## config.mk

```make
export PLATFORM = sky130hd
export DESIGN_NAME = stereo_gain_fade_silence_skip_top_flat
export DESIGN_NICKNAME = d
export VERILOG_FILES = /design/src/rtl/core/sgf_pkg.sv /design/src/rtl/core/sgf_in_if.sv /design/src/rtl/core/sgf_out_if.sv /design/src/rtl/core/sgf_datapath.sv /design/src/rtl/core/sgf_ctrl.sv /design/src/rtl/core/stereo_gain_fade_silence_skip_top.sv /design/src/flat_wrapper.sv
export SDC_FILE = /design/constraint.sdc
export NUM_CORES = 2
export LEC_CHECK = 0
export BUFFER_PORTS_ARGS = -buffer_cell sky130_fd_sc_hd__buf_2
export CAP_MARGIN = 5
export CORE_ASPECT_RATIO = 0.8
export CORE_UTILIZATION = 50
export DETAILED_ROUTE_END_ITERATION = 12
export GPL_TIMING_DRIVEN = 1
export PLACE_DENSITY_LB_ADDON = 0.05
export RECOVER_POWER = 25
export SLEW_MARGIN = 5
export SYNTH_ARGS = -nofsm -noshare
export SYNTH_HDL_FRONTEND = slang
export SYNTH_SLANG_ARGS = --single-unit
export TNS_END_PERCENT = 30
```

## constraint.sdc

```tcl
create_clock -name i_clk -period 21 [get_ports i_clk]
set_input_delay 2.1 -clock i_clk [delete_from_list [all_inputs] [get_ports i_clk]]
set_output_delay 2.1 -clock i_clk [all_outputs]
set_load 0.1 [all_outputs]
```

## src/rtl/core/sgf_pkg.sv

```systemverilog
// Shared types, constants and register map for the stereo gain/fade/silence-skip block.
`timescale 1ns / 1ps

package sgf_pkg;

    localparam int SAMPLE_BITS_DEF = 24;

    localparam int GAIN_W   = 24;
    localparam int LEN_W    = 31;
    localparam int SEC_W    = 8;
    localparam int SPS_W    = 20;
    localparam int THR_W    = 23;
    localparam int CNT_W    = 32;

    localparam int CFG_IDX_W  = 3;
    localparam int CFG_DATA_W = 31;

    localparam logic [CFG_IDX_W-1:0] CFG_GAIN    = 3'd0;
    localparam logic [CFG_IDX_W-1:0] CFG_LENGTH  = 3'd1;
    localparam logic [CFG_IDX_W-1:0] CFG_FADE    = 3'd2;
    localparam logic [CFG_IDX_W-1:0] CFG_FOREVER = 3'd3;
    localparam logic [CFG_IDX_W-1:0] CFG_SKIP    = 3'd4;
    localparam logic [CFG_IDX_W-1:0] CFG_SPS     = 3'd5;
    localparam logic [CFG_IDX_W-1:0] CFG_THRESH  = 3'd6;

    localparam logic [GAIN_W-1:0] GAIN_RESET = 24'h010000;
    localparam logic [SPS_W-1:0]  SPS_RESET  = 20'd44100;
    localparam logic [THR_W-1:0]  THR_RESET  = 23'd8;

    localparam int FRAC_BITS = 16;
    localparam int SCALE_W   = 17;
    localparam int DIV_STEPS = 17;
    localparam int DIV_CNT_W = 5;

    typedef enum logic [3:0] {
        S_IDLE,
        S_SKIP,
        S_MUL_L,
        S_WR_L,
        S_MUL_R,
        S_WR_R,
        S_DIV_INIT,
        S_DIV,
        S_FMUL_L,
        S_FWR_L,
        S_FMUL_R,
        S_FWR_R,
        S_EMIT
    } t_state;

    typedef struct packed {
        logic load_in;
        logic skip_update;
        logic mul_en;
        logic mul_right;
        logic mul_fade;
        logic wr_l;
        logic wr_r;
        logic wr_fade;
        logic div_init;
        logic div_step;
        logic emit;
    } t_dp_cmd;

    typedef struct packed {
        logic armed;
        logic skip_done;
        logic past_end;
        logic fade_on;
        logic out_free;
    } t_dp_status;

endpackage

```

## src/rtl/core/sgf_in_if.sv

```systemverilog
// Input sample channel: valid/ready handshake with stereo payload.
`timescale 1ns / 1ps

interface sgf_in_if #(
    parameter int SAMPLE_BITS = sgf_pkg::SAMPLE_BITS_DEF
);
    logic                          valid;
    logic                          ready;
    logic signed [SAMPLE_BITS-1:0] in_left;
    logic signed [SAMPLE_BITS-1:0] in_right;

    modport source (output valid, output in_left, output in_right, input ready);
    modport sink   (input valid, input in_left, input in_right, output ready);
endinterface

```

## src/rtl/core/sgf_out_if.sv

```systemverilog
// Output sample channel: valid/ready handshake with stereo payload.
`timescale 1ns / 1ps

interface sgf_out_if #(
    parameter int SAMPLE_BITS = sgf_pkg::SAMPLE_BITS_DEF
);
    logic                          valid;
    logic                          ready;
    logic signed [SAMPLE_BITS-1:0] out_left;
    logic signed [SAMPLE_BITS-1:0] out_right;

    modport source (output valid, output out_left, output out_right, input ready);
    modport sink   (input valid, input out_left, input out_right, output ready);
endinterface

```

## src/rtl/core/sgf_datapath.sv

```systemverilog
// Datapath: config registers, silence detector, shared multiplier, serial divider, output register.
`timescale 1ns / 1ps

module sgf_datapath #(
    parameter int SAMPLE_BITS = sgf_pkg::SAMPLE_BITS_DEF
) (
    input  logic                               i_clk,
    input  logic                               i_rst_n,
    input  logic                               i_cfg_we,
    input  logic [sgf_pkg::CFG_IDX_W-1:0]      i_cfg_idx,
    input  logic [sgf_pkg::CFG_DATA_W-1:0]     i_cfg_data,
    input  logic signed [SAMPLE_BITS-1:0]      i_in_left,
    input  logic signed [SAMPLE_BITS-1:0]      i_in_right,
    input  sgf_pkg::t_dp_cmd                   i_cmd,
    output sgf_pkg::t_dp_status                o_status,
    output logic                               o_out_valid,
    input  logic                               i_out_ready,
    output logic signed [SAMPLE_BITS-1:0]      o_out_left,
    output logic signed [SAMPLE_BITS-1:0]      o_out_right
);

    localparam int SB   = SAMPLE_BITS;
    localparam int GW   = sgf_pkg::GAIN_W;
    localparam int PW   = SB + GW + 1;
    localparam int DW   = SB + 1;
    localparam int TW   = sgf_pkg::THR_W;
    localparam int CMPW = (DW > TW) ? DW : TW;
    localparam int LW   = sgf_pkg::LEN_W;
    localparam int CW   = sgf_pkg::CNT_W;
    localparam int PSW  = sgf_pkg::SPS_W;
    localparam int SW   = sgf_pkg::SEC_W;
    localparam int QW   = sgf_pkg::SCALE_W;

    // configuration
    logic [GW-1:0]  r_gain;
    logic [LW-1:0]  r_len;
    logic [LW-1:0]  r_fade;
    logic           r_forever;
    logic [SW-1:0]  r_skip_sec;
    logic [PSW-1:0] r_sps;
    logic [TW-1:0]  r_thr;

    // skip state
    logic                 r_armed;
    logic [PSW-1:0]       r_sis;
    logic [SW-1:0]        r_ssec;
    logic signed [SB-1:0] r_last_l;
    logic signed [SB-1:0] r_last_r;

    logic [CW-1:0] r_cnt;
    logic [CW-1:0] n_cnt;

    // working registers
    logic signed [SB-1:0] r_l;
    logic signed [SB-1:0] r_r;
    logic signed [SB-1:0] r_ol;
    logic signed [SB-1:0] r_or;
    logic signed [PW-1:0] r_prod;
    logic [LW-1:0]        r_rem;
    logic                 r_dbit;
    logic [QW-1:0]        r_scale;

    logic                 r_out_valid;
    logic signed [SB-1:0] r_out_l;
    logic signed [SB-1:0] r_out_r;

    // silence detection
    logic signed [DW-1:0] diff_l, diff_r;
    logic [DW-1:0]        du_l, du_r, abs_l, abs_r;
    logic                 silent;
    logic [PSW-1:0]       sps_eff;
    logic [PSW:0]         sis_inc;
    logic                 wrap;
    logic [PSW:0]         sis_wrapped;
    logic [PSW-1:0]       n_sis;
    logic [SW-1:0]        ssec_inc;
    logic                 sec_done;
    logic                 skip_done;

    assign diff_l = $signed({r_l[SB-1], r_l}) - $signed({r_last_l[SB-1], r_last_l});
    assign diff_r = $signed({r_r[SB-1], r_r}) - $signed({r_last_r[SB-1], r_last_r});
    assign du_l   = diff_l;
    assign du_r   = diff_r;
    assign abs_l  = du_l[DW-1] ? (~du_l + DW'(1)) : du_l;
    assign abs_r  = du_r[DW-1] ? (~du_r + DW'(1)) : du_r;
    assign silent = (CMPW'(abs_l) <= CMPW'(r_thr)) && (CMPW'(abs_r) <= CMPW'(r_thr));

    assign sps_eff     = (r_sps == '0) ? PSW'(1) : r_sps;
    assign sis_inc     = {1'b0, r_sis} + (PSW+1)'(1);
    assign wrap        = sis_inc >= {1'b0, sps_eff};
    assign sis_wrapped = sis_inc - {1'b0, sps_eff};
    assign n_sis       = wrap ? sis_wrapped[PSW-1:0] : sis_inc[PSW-1:0];
    assign ssec_inc    = (r_ssec != '1) ? (r_ssec + SW'(1)) : r_ssec;
    assign sec_done    = wrap && (ssec_inc >= r_skip_sec);
    assign skip_done   = !silent || sec_done;

    // track position
    logic [CW-1:0] total;
    logic [CW-1:0] remain;
    logic          past_end;
    logic          fade_on;

    assign total    = {1'b0, r_len} + {1'b0, r_fade};
    assign remain   = total - r_cnt;
    assign past_end = !r_forever && (r_cnt >= total);
    assign fade_on  = !r_forever && (r_fade != '0) && (r_cnt >= {1'b0, r_len});
    assign n_cnt    = (r_cnt != '1) ? (r_cnt + CW'(1)) : r_cnt;

    // divider step: quotient bit per cycle, remainder stays below fade
    logic [CW-1:0] trial;
    logic [CW-1:0] fade_ext;
    logic [CW-1:0] trial_sub;
    logic          trial_ge;

    assign trial     = {r_rem, r_dbit};
    assign fade_ext  = {1'b0, r_fade};
    assign trial_ge  = trial >= fade_ext;
    assign trial_sub = trial - fade_ext;

    // shared multiplier
    logic signed [SB-1:0] mul_a;
    logic [GW-1:0]        mul_b;
    logic signed [PW-1:0] mul_p;
    logic signed [PW-1:0] prod_sh;
    logic                 ovf;
    logic signed [SB-1:0] clamped;
    logic signed [SB-1:0] wr_val;

    always_comb begin
        if (i_cmd.mul_fade) begin
            mul_a = i_cmd.mul_right ? r_or : r_ol;
            mul_b = GW'(r_scale);
        end else begin
            mul_a = i_cmd.mul_right ? r_r : r_l;
            mul_b = r_gain;
        end
    end

    assign mul_p   = mul_a * $signed({1'b0, mul_b});
    assign prod_sh = r_prod >>> sgf_pkg::FRAC_BITS;
    assign ovf     = prod_sh[PW-1:SB-1] != {(PW-SB+1){prod_sh[PW-1]}};

    always_comb begin
        if (!ovf) begin
            clamped = prod_sh[SB-1:0];
        end else if (prod_sh[PW-1]) begin
            clamped = {1'b1, {(SB-1){1'b0}}};
        end else begin
            clamped = {1'b0, {(SB-1){1'b1}}};
        end
    end

    // faded value always fits since scale never exceeds unity
    assign wr_val = i_cmd.wr_fade ? prod_sh[SB-1:0] : clamped;

    // configuration and skip state
    always_ff @(posedge i_clk) begin
        if (!i_rst_n) begin
            r_gain     <= sgf_pkg::GAIN_RESET;
            r_len      <= '0;
            r_fade     <= '0;
            r_forever  <= 1'b0;
            r_skip_sec <= '0;
            r_sps      <= sgf_pkg::SPS_RESET;
            r_thr      <= sgf_pkg::THR_RESET;
            r_armed    <= 1'b0;
            r_sis      <= '0;
            r_ssec     <= '0;
            r_last_l   <= '0;
            r_last_r   <= '0;
        end else if (i_cfg_we) begin
            unique case (i_cfg_idx)
                sgf_pkg::CFG_GAIN:    r_gain    <= i_cfg_data[GW-1:0];
                sgf_pkg::CFG_LENGTH:  r_len     <= i_cfg_data[LW-1:0];
                sgf_pkg::CFG_FADE:    r_fade    <= i_cfg_data[LW-1:0];
                sgf_pkg::CFG_FOREVER: r_forever <= i_cfg_data[0];
                sgf_pkg::CFG_SKIP: begin
                    r_skip_sec <= i_cfg_data[SW-1:0];
                    r_armed    <= i_cfg_data[SW-1:0] != '0;
                    r_sis      <= '0;
                    r_ssec     <= '0;
                end
                sgf_pkg::CFG_SPS:     r_sps     <= i_cfg_data[PSW-1:0];
                sgf_pkg::CFG_THRESH:  r_thr     <= i_cfg_data[TW-1:0];
                default: ;
            endcase
        end else if (i_cmd.skip_update && r_armed) begin
            r_last_l <= r_l;
            r_last_r <= r_r;
            if (silent) begin
                r_sis <= n_sis;
                if (wrap) begin
                    r_ssec <= sec_done ? '0 : ssec_inc;
                end
            end else begin
                r_sis  <= '0;
                r_ssec <= '0;
            end
            if (skip_done) begin
                r_armed <= 1'b0;
            end
        end
    end

    // emitted count and output register
    always_ff @(posedge i_clk) begin
        if (!i_rst_n) begin
            r_cnt       <= '0;
            r_out_valid <= 1'b0;
        end else if (i_cmd.emit) begin
            r_cnt       <= n_cnt;
            r_out_valid <= 1'b1;
        end else if (i_out_ready) begin
            r_out_valid <= 1'b0;
        end
    end

    always_ff @(posedge i_clk) begin
        if (i_cmd.emit) begin
            r_out_l <= r_ol;
            r_out_r <= r_or;
        end
    end

    // working payload
    always_ff @(posedge i_clk) begin
        if (i_cmd.load_in) begin
            r_l <= i_in_left;
            r_r <= i_in_right;
        end
        if (i_cmd.mul_en) begin
            r_prod <= mul_p;
        end
        if (i_cmd.wr_l) begin
            r_ol <= wr_val;
        end
        if (i_cmd.wr_r) begin
            r_or <= wr_val;
        end
        if (i_cmd.div_init) begin
            r_rem   <= remain[CW-1:1];
            r_dbit  <= remain[0];
            r_scale <= '0;
        end else if (i_cmd.div_step) begin
            r_rem   <= trial_ge ? trial_sub[LW-1:0] : trial[LW-1:0];
            r_dbit  <= 1'b0;
            r_scale <= {r_scale[QW-2:0], trial_ge};
        end
    end

    assign o_status.armed     = r_armed;
    assign o_status.skip_done = skip_done;
    assign o_status.past_end  = past_end;
    assign o_status.fade_on   = fade_on;
    assign o_status.out_free  = !r_out_valid || i_out_ready;

    assign o_out_valid = r_out_valid;
    assign o_out_left  = r_out_l;
    assign o_out_right = r_out_r;

endmodule

```

## src/rtl/core/sgf_ctrl.sv

```systemverilog
// Controller: sequences one sample transaction through skip, gain, fade and emit steps.
`timescale 1ns / 1ps

module sgf_ctrl (
    input  logic                i_clk,
    input  logic                i_rst_n,
    input  logic                i_in_valid,
    output logic                o_in_ready,
    input  sgf_pkg::t_dp_status i_status,
    output sgf_pkg::t_dp_cmd    o_cmd
);

    localparam int NW = sgf_pkg::DIV_CNT_W;

    sgf_pkg::t_state r_state;
    sgf_pkg::t_state n_state;
    logic [NW-1:0]   r_div_cnt;
    logic            div_last;

    assign div_last = r_div_cnt == NW'(sgf_pkg::DIV_STEPS - 1);

    always_ff @(posedge i_clk) begin
        if (!i_rst_n) begin
            r_state <= sgf_pkg::S_IDLE;
        end else begin
            r_state <= n_state;
        end
    end

    always_ff @(posedge i_clk) begin
        if (!i_rst_n) begin
            r_div_cnt <= '0;
        end else if (o_cmd.div_init) begin
            r_div_cnt <= '0;
        end else if (o_cmd.div_step) begin
            r_div_cnt <= r_div_cnt + NW'(1);
        end
    end

    always_comb begin
        n_state = r_state;
        unique case (r_state)
            sgf_pkg::S_IDLE:     if (i_in_valid) n_state = sgf_pkg::S_SKIP;
            sgf_pkg::S_SKIP: begin
                // silent sample still being skipped, or track over: drop it
                if ((i_status.armed && !i_status.skip_done) || i_status.past_end) begin
                    n_state = sgf_pkg::S_IDLE;
                end else begin
                    n_state = sgf_pkg::S_MUL_L;
                end
            end
            sgf_pkg::S_MUL_L:    n_state = sgf_pkg::S_WR_L;
            sgf_pkg::S_WR_L:     n_state = sgf_pkg::S_MUL_R;
            sgf_pkg::S_MUL_R:    n_state = sgf_pkg::S_WR_R;
            sgf_pkg::S_WR_R:     n_state = i_status.fade_on ? sgf_pkg::S_DIV_INIT
                                                           : sgf_pkg::S_EMIT;
            sgf_pkg::S_DIV_INIT: n_state = sgf_pkg::S_DIV;
            sgf_pkg::S_DIV:      if (div_last) n_state = sgf_pkg::S_FMUL_L;
            sgf_pkg::S_FMUL_L:   n_state = sgf_pkg::S_FWR_L;
            sgf_pkg::S_FWR_L:    n_state = sgf_pkg::S_FMUL_R;
            sgf_pkg::S_FMUL_R:   n_state = sgf_pkg::S_FWR_R;
            sgf_pkg::S_FWR_R:    n_state = sgf_pkg::S_EMIT;
            sgf_pkg::S_EMIT:     if (i_status.out_free) n_state = sgf_pkg::S_IDLE;
            default:             n_state = sgf_pkg::S_IDLE;
        endcase
    end

    always_comb begin
        o_cmd      = '0;
        o_in_ready = 1'b0;
        unique case (r_state)
            sgf_pkg::S_IDLE: begin
                o_in_ready    = 1'b1;
                o_cmd.load_in = i_in_valid;
            end
            sgf_pkg::S_SKIP:     o_cmd.skip_update = 1'b1;
            sgf_pkg::S_MUL_L:    o_cmd.mul_en = 1'b1;
            sgf_pkg::S_WR_L:     o_cmd.wr_l = 1'b1;
            sgf_pkg::S_MUL_R: begin
                o_cmd.mul_en    = 1'b1;
                o_cmd.mul_right = 1'b1;
            end
            sgf_pkg::S_WR_R:     o_cmd.wr_r = 1'b1;
            sgf_pkg::S_DIV_INIT: o_cmd.div_init = 1'b1;
            sgf_pkg::S_DIV:      o_cmd.div_step = 1'b1;
            sgf_pkg::S_FMUL_L: begin
                o_cmd.mul_en   = 1'b1;
                o_cmd.mul_fade = 1'b1;
            end
            sgf_pkg::S_FWR_L: begin
                o_cmd.wr_l    = 1'b1;
                o_cmd.wr_fade = 1'b1;
            end
            sgf_pkg::S_FMUL_R: begin
                o_cmd.mul_en    = 1'b1;
                o_cmd.mul_fade  = 1'b1;
                o_cmd.mul_right = 1'b1;
            end
            sgf_pkg::S_FWR_R: begin
                o_cmd.wr_r    = 1'b1;
                o_cmd.wr_fade = 1'b1;
            end
            sgf_pkg::S_EMIT:     o_cmd.emit = i_status.out_free;
            default: ;
        endcase
    end

endmodule

```

## src/rtl/core/stereo_gain_fade_silence_skip_top.sv

```systemverilog
// Stereo gain, clamp, fade-out and leading-silence skip: top level.
// Each accepted sample passes through the skip check and the left and right gain multiplies and writes;
// inside the fade, a 17-step serial divider for the fade scale and the fade multiplies follow, then emit.
// A new sample is taken only after the last one is emitted or dropped; output backpressure stalls emit.
// Synchronous active-low reset restores register defaults and clears emitted count,
// skip state and output valid.
`timescale 1ns / 1ps

module stereo_gain_fade_silence_skip_top #(
    parameter int SAMPLE_BITS = sgf_pkg::SAMPLE_BITS_DEF
) (
    input  logic                           i_clk,
    input  logic                           i_rst_n,
    sgf_in_if.sink                         i_in,
    sgf_out_if.source                      o_out,
    input  logic                           i_cfg_we,
    input  logic [sgf_pkg::CFG_IDX_W-1:0]  i_cfg_idx,
    input  logic [sgf_pkg::CFG_DATA_W-1:0] i_cfg_data
);

    sgf_pkg::t_dp_cmd    cmd;
    sgf_pkg::t_dp_status status;
    logic                in_ready;
    logic                out_valid;
    logic signed [SAMPLE_BITS-1:0] out_left;
    logic signed [SAMPLE_BITS-1:0] out_right;

    sgf_ctrl u_ctrl (
        .i_clk      (i_clk),
        .i_rst_n    (i_rst_n),
        .i_in_valid (i_in.valid),
        .o_in_ready (in_ready),
        .i_status   (status),
        .o_cmd      (cmd)
    );

    sgf_datapath #(
        .SAMPLE_BITS (SAMPLE_BITS)
    ) u_dp (
        .i_clk       (i_clk),
        .i_rst_n     (i_rst_n),
        .i_cfg_we    (i_cfg_we),
        .i_cfg_idx   (i_cfg_idx),
        .i_cfg_data  (i_cfg_data),
        .i_in_left   (i_in.in_left),
        .i_in_right  (i_in.in_right),
        .i_cmd       (cmd),
        .o_status    (status),
        .o_out_valid (out_valid),
        .i_out_ready (o_out.ready),
        .o_out_left  (out_left),
        .o_out_right (out_right)
    );

    assign i_in.ready      = in_ready;
    assign o_out.valid     = out_valid;
    assign o_out.out_left  = out_left;
    assign o_out.out_right = out_right;

    // output register is only loaded when it is empty or being drained
    a_emit_slot: assert property (@(posedge i_clk) disable iff (!i_rst_n)
        cmd.emit |-> status.out_free)
        else $error("emit while output register busy");

    // one transaction in flight at a time
    a_busy_after_accept: assert property (@(posedge i_clk) disable iff (!i_rst_n)
        (i_in.valid && i_in.ready) |=> !i_in.ready)
        else $error("input accepted while a transaction is in flight");

    a_one_action: assert property (@(posedge i_clk) disable iff (!i_rst_n)
        $onehot0({cmd.load_in, cmd.skip_update, cmd.mul_en, cmd.wr_l, cmd.wr_r,
                  cmd.div_init, cmd.div_step, cmd.emit}))
        else $error("more than one datapath action in a cycle");

    a_div_in_fade: assert property (@(posedge i_clk) disable iff (!i_rst_n)
        (cmd.div_step || cmd.div_init) |-> status.fade_on)
        else $error("fade divider running outside the fade region");

endmodule
```

## src/flat_wrapper.sv

```systemverilog
// flat-port wrapper written by rule: the top's interface ports become plain ports
module stereo_gain_fade_silence_skip_top_flat 
#(
    parameter int SAMPLE_BITS = sgf_pkg::SAMPLE_BITS_DEF
)
  (i_clk, i_rst_n, i_cfg_we, i_cfg_idx, i_cfg_data, i_in_valid, i_in_in_left, i_in_in_right, i_in_ready, o_out_valid, o_out_out_left, o_out_out_right, o_out_ready);
  sgf_in_if #(.SAMPLE_BITS(SAMPLE_BITS)) i_in_i ();
  sgf_out_if #(.SAMPLE_BITS(SAMPLE_BITS)) o_out_i ();
  input  logic i_clk;
  input  logic i_rst_n;
  input  logic i_cfg_we;
  input  logic [sgf_pkg::CFG_IDX_W-1:0] i_cfg_idx;
  input  logic [sgf_pkg::CFG_DATA_W-1:0] i_cfg_data;
  input wire logic [$bits(i_in_i.valid)-1:0] i_in_valid;
  input wire logic [$bits(i_in_i.in_left)-1:0] i_in_in_left;
  input wire logic [$bits(i_in_i.in_right)-1:0] i_in_in_right;
  output wire logic [$bits(i_in_i.ready)-1:0] i_in_ready;
  output wire logic [$bits(o_out_i.valid)-1:0] o_out_valid;
  output wire logic [$bits(o_out_i.out_left)-1:0] o_out_out_left;
  output wire logic [$bits(o_out_i.out_right)-1:0] o_out_out_right;
  input wire logic [$bits(o_out_i.ready)-1:0] o_out_ready;
  assign i_in_i.valid = i_in_valid;
  assign i_in_i.in_left = i_in_in_left;
  assign i_in_i.in_right = i_in_in_right;
  assign i_in_ready = i_in_i.ready;
  assign o_out_valid = o_out_i.valid;
  assign o_out_out_left = o_out_i.out_left;
  assign o_out_out_right = o_out_i.out_right;
  assign o_out_i.ready = o_out_ready;
  stereo_gain_fade_silence_skip_top #(.SAMPLE_BITS(SAMPLE_BITS)) u_core (.i_clk(i_clk), .i_rst_n(i_rst_n), .i_in(i_in_i), .o_out(o_out_i), .i_cfg_we(i_cfg_we), .i_cfg_idx(i_cfg_idx), .i_cfg_data(i_cfg_data));
endmodule
```

# Yosys cells after proc, flatten, opt, wreduce, memory -nomap -nowiden
# Index checks and enable logic that the tools add are counted.
[totals] ff_bits=499 input_bits=87 elab_cells=171
[classes] n_addsub=12 n_mul=1 magnitude_cmp=7 n_eq_ne=27 muxes=51 n_bitwise=4 n_reduce_logical=43
[op_table] operator="$mux W24" count=7
[op_table] operator="$mux W20" count=6
[op_table] operator="$mux W31" count=3
[op_table] operator="$ge A32 B31 Y1" count=2
[op_table] operator="$mux W8" count=7
[op_table] operator="$pmux W4 S13" count=1
[op_table] operator="$add A25 B1 Y25 const B" count=2
[op_table] operator="$le A25 B23 Y1" count=2
[op_table] operator="$mux W25" count=2
[op_table] operator="$not A25 Y25" count=2
[op_table] operator="$sub A24 B24 Y25" count=2
[op_table] operator="$mul A24 B25 Y49" count=1
[op_table] operator="$add A31 B31 Y32" count=1
[op_table] operator="$add A32 B1 Y32 const B" count=1
[op_table] operator="$ge A32 B32 Y1" count=1
[op_table] operator="$ne A32 B32 Y1 const B" count=1
[op_table] operator="$sub A32 B32 Y32" count=1
[op_table] operator="$reduce_bool A31 Y1" count=1
[op_table] operator="$sub A31 B31 Y31" count=1
[op_table] operator="$add A20 B1 Y21 const B" count=1
[op_table] operator="$ge A21 B20 Y1" count=1
[op_table] operator="$eq A4 B4 Y1 const B" count=5
[op_table] operator="$logic_not A20 Y1" count=1
[op_table] operator="$mux W1" count=20
[op_table] operator="30 further kinds" count=73

# Longest topological paths before layout
[logic_depth] depth_word=13 depth_mapped=38 mapped_depth_nobuf=34

# Cells and area by module
# A second synthesis with hierarchy kept.
[hier_totals] hier_cells=5546 hier_area_um2=48317.6
[modules_own_cells] mod="sgf_datapath" instances=1 cells_each=5467 area_per_inst_um2=47700.7 seq_area_each_um2=11581.1
[modules_own_cells] mod="sgf_ctrl" instances=1 cells_each=79 area_per_inst_um2=616.8 seq_area_each_um2=180.2

# Worst setup path after synthesis
# OpenSTA, ideal clock, no wires.
[synth_timing] path_kind="register -> register" startpoint="register u_core.u_ctrl.r_state[3]" endpoint="register u_core.u_dp.r_prod[43], data pin" setup_time_ps=258 t_arrival_ps=9010 required_time_ps=20742 path_slack_ps=11732 stages_incl_launch_ff=36 path_buffers=5 path_cell_list="dfxtp_1 -> buf_1 -> nand2_1 -> nor2_1 -> buf_1 -> clkbuf_1 -> clkbuf_1 -> nand2_1 -> nand2_1 -> clkbuf_1 -> nand2_1 -> fa_1 -> inv_1 -> fa_1 -> inv_1 -> fa_1 -> inv_1 -> fa_1 -> fa_1 -> fa_1 -> inv_1 -> fa_1 -> inv_1 -> ha_1 -> nand2_1 -> o211ai_1 -> a21o_1 -> a221o_1 -> a31oi_1 -> o22ai_1 -> a221o_1 -> a2111o_1 -> a31oi_1 -> o21bai_1 -> a21oi_1 -> xnor2_1"
[synth_between] elab_chain_len=6 word_cells_on_any_way=12
[synth_lines] item="start, declared" line_no="sgf_ctrl.sv:15" source="sgf_pkg::t_state r_state;"
[synth_lines] item="start signal, assigned" line_no="sgf_ctrl.sv:24" source="r_state <= sgf_pkg::S_IDLE;"
[synth_lines] item="start signal, assigned" line_no="sgf_ctrl.sv:26" source="r_state <= n_state;"
[synth_lines] item="$eq A4 B4 Y1 / $eq A4 B3 Y1 (equally long branches)" line_no="sgf_ctrl.sv:71" source="unique case (r_state)"
[synth_lines] item="$reduce_or A2 Y1 (no line)"
[synth_lines] item="$mux W1" line_no="sgf_ctrl.sv:71"
[synth_lines] item="$mux W24, on equally long branches" line_no="sgf_datapath.sv:134, sgf_datapath.sv:131"
[synth_lines] item="$mux W24" line_no="sgf_datapath.sv:130" source="if (i_cmd.mul_fade) begin"
[synth_lines] item="$mul A24 B25 Y49 *" line_no="sgf_datapath.sv:139" source="assign mul_p = mul_a * $signed({1'b0, mul_b});"
[synth_lines] item="net u_core.u_dp.mul_p[43]" line_no="sgf_datapath.sv:123" source="logic signed [PW-1:0] mul_p;"
[synth_lines] item="end signal, assigned" line_no="sgf_datapath.sv:232" source="r_prod <= mul_p;"
[synth_lines] item="end, declared" line_no="sgf_datapath.sv:58" source="logic signed [PW-1:0] r_prod;"
# The timed path passes the listed nets; every way through them passes the cells marked *.
# A chain may end at the register's enable or synchronous reset.

# Worst setup path after layout
# Same ends and word-level chain as after synthesis.

==> reports/metrics.cfg <==
[drt]
routed-wl-met2_mm = 61.12
drc = 0
wl_met3_mm = 16.69
viasPerCell = 5.703
num_vias = 40460
first_iter_violations = 3875
wl_met1_mm = 78.86
top_layer_used = met4
antenna_left = 0
firstDrtPassIters = 5
totalWireLength_mm = 159.9
wl_per_cell_um = 22.54

[clocking]
cts_inserted_buffers = 53
clock-root-buffer = clkbuf_16
htreeDepth = 2
clock_latency_ns = 0.65
ctsHoldBuffers = 0
clock_path_buffers = 3
path_clk_slew_ns = 0.06
cts_setup_buffers = 0
cts_resized = 0
clkSinkCount = 483
cts_tree = done

[sta]
fin_crit_ns = 10.60
worstMarginPinSlew_ns = 3.449
finalSetupTns_ns = 0
finClkSkew_ns = 0.04054
maxSlewViolCount = 200
fmax_mhz = 94.33
layout_setup_ws_ns = 10.40
hold_viol = 0
timing.final.crit_share = 0.5048
grt_setup_unrepaired = no
relSlewSlack = -1.299
finalSetupViolCount = 0

[yosys]
avgSynthCellArea_um2 = 8.632
synth-edff-count = 209
synth_seq_cells = 483
yosys_warnings = 0
yosysSeqAreaShare = 0.2382
synth_ff_type = dfxtp_1
yosys.area.top_type_share = 0.1974
syn_inst = 5721
yosys-top-cells-area = fa_1 20%, edfxtp_1 13%, ha_1 11%
syn-cell-area_um2 = 49380
synthArstFlopShare = 0
synth_area_leader_cell = fa_1
synth_fp_nets = 6747
synth.distinct_cells = 83

[floorplanning]
core_area_um2 = 97380
dieArea_um2 = 100000
die_h_um = 283.1
io_pins = 137
initial_core_util = 0.5071
num_rows = 102
die_x_um = 353.4

[worst_setup_path]
r2r_cells = 28
crit_type = reg2reg
cp.required_ns = 21.40
crit_fanout = 36
cpMostUsedCell = fa_1
crit_slowest_cell = dfxtp_1
end_kind = flip-flop
cpPeakStageDelay_ns = 0.60
startpoint_type = flip-flop
arrival_ns = 11.00

[finish]
layout_common_cells = 980 x nand2_1, 794 x inv_1, 487 x fa_1
area_growth_pct = 7.563
final_common_cell = nand2_1
fin_nets = 6774
drive_gt1_frac = 0.05992

[global_route]
grt_pass1_vias = 38820
antenna_found_initial = 6
grtUsageTotal = 0.3201
grt_overflow = 0
grt_pass1_wl_mm = 244.0
grt_max_degree = 98

[power]
power.density_nw_per_um2 = 60.30
leakage_nw = 22.85
ir_drop_mv = 0.06648

[status]
status = finished, violations left
violations = max-capacitance violations, max-slew violations

[place]
place.gp.congestion = 1.006
dp_hpwl_mm = 123.9
numPortBuffers = 136
dp_slack_ns = 10.50

[flow_run]
drv_cap = 5

[hold_path]
hp-class = reg2reg
holdPathStages = 2

-- synthesized netlist by cell type (25+ instances only) --
library cell,instances
inv_1,794
nand4_1,50
nor4_1,34
o21ai_0,144
ha_1,452
xor2_1,71
mux2i_1,55
o211ai_1,31
dfxtp_1,274
clkbuf_1,216
nor3_1,65
a21boi_0,192
and2_1,64
o21a_1,53
nand3_1,100
nor2b_1,51
a21oi_1,200
nand2b_1,56
a31oi_1,25
fa_1,487
nor2_1,450
xnor2_1,182
nand2_1,980
a21o_1,126
edfxtp_1,209
-- layer usage --
layer	global-route usage	vias to the layer above
li1	-	18880
met4	0.05887	0
met2	0.4293	1615
met1	0.5110	19780
met3	0.08110	177
met5	0	-
-- critical path, delay by kind of cell (launching register included) --
kind | cells | cell delay (ns)
adder cells (fa/ha/maj) | 8 | 4.04
AO/OA/AOI/OAI | 10 | 3.32
AND/OR/NAND/NOR | 5 | 1.23
buffers and inverters | 4 | 1.02
flip-flops | 1 | 0.60
XOR/XNOR | 1 | 0.09
-- sequential cells by signal (all words and copies together) (netlist names), 31 cells and up --
signal,flops
u_core.u_dp.r_cnt,32
u_core.u_dp.r_fade,31
u_core.u_dp.r_len,31
u_core.u_dp.r_prod,33
u_core.u_dp.r_rem,31
-- path summary, 6_finish.rpt --
kind	start	to	slack, ns
max	u_core.u_ctrl.r_state[3]	u_core.u_dp.r_prod[43]	10.40
min	u_core.u_dp.r_sis[17]	u_core.u_dp.r_sis[17]	0.45
max reg2reg	u_core.u_ctrl.r_state[3]	u_core.u_dp.r_prod[43]	10.40
min reg2reg	u_core.u_dp.r_sis[17]	u_core.u_dp.r_sis[17]	0.45
-- final cells by class --
cell class	instances	area [µm²]
fill	9163	44260
multi-input combinational	4214	33900
sequential	483	11760
inverter	794	2980
tap	1300	1627
clock buffer	71	1455
timing repair buffer	202	1145
clock inverter	27	242.7
antenna	3	7.507
-- cell families (layout without fill, tap and decap cells) --
group | after synthesis | in the layout | share of synthesized area
xor gates and xnor gates | 253 | 253 | 0.04487
buffers and inverters | 1024 | 1094 | 0.07796
other | 0 | 3 | 0
DFF | 483 | 483 | 0.2382
adders and majority gates | 939 | 939 | 0.3119
AOI/OAI and AO/OA | 991 | 991 | 0.1362
and+or+nand+nor | 1957 | 1957 | 0.1739
muxes | 74 | 74 | 0.01690
-- power by group --
| part | internal (mW) | switching, mW | leakage [nW] |
|---|---|---|---|
| clock network | 0.515 | 0.422 | 0.830 |
| logic | 0.431 | 0.767 | 17.9 |
| registers | 1.03 | 0.0346 | 4.12 |
| total | 1.98 | 1.22 | 22.9 |
-- through the flow --
| stage | total power [mW] | instances | util | area, µm² | hold slack (ns) |
|---|---|---|---|---|---|
| after CTS | 3.193 | 7091 | 0.5460 | 53160 | 0.4532 |
| final | 3.203 | 7094 | 0.5455 | 53120 | 0.4488 |
| after floorplan | 1.839 | 5721 | - | 49380 | 0.4209 |
| after global routing | 3.380 | 7093 | 0.5455 | 53120 | 0.4684 |
| after detailed placement | 2.246 | 6993 | 0.5285 | 51470 | 0.4450 |
| after global placement | 2.242 | 6993 | 0.5285 | 51470 | 0.4385 |
Power figures use the tool's default switching activity.
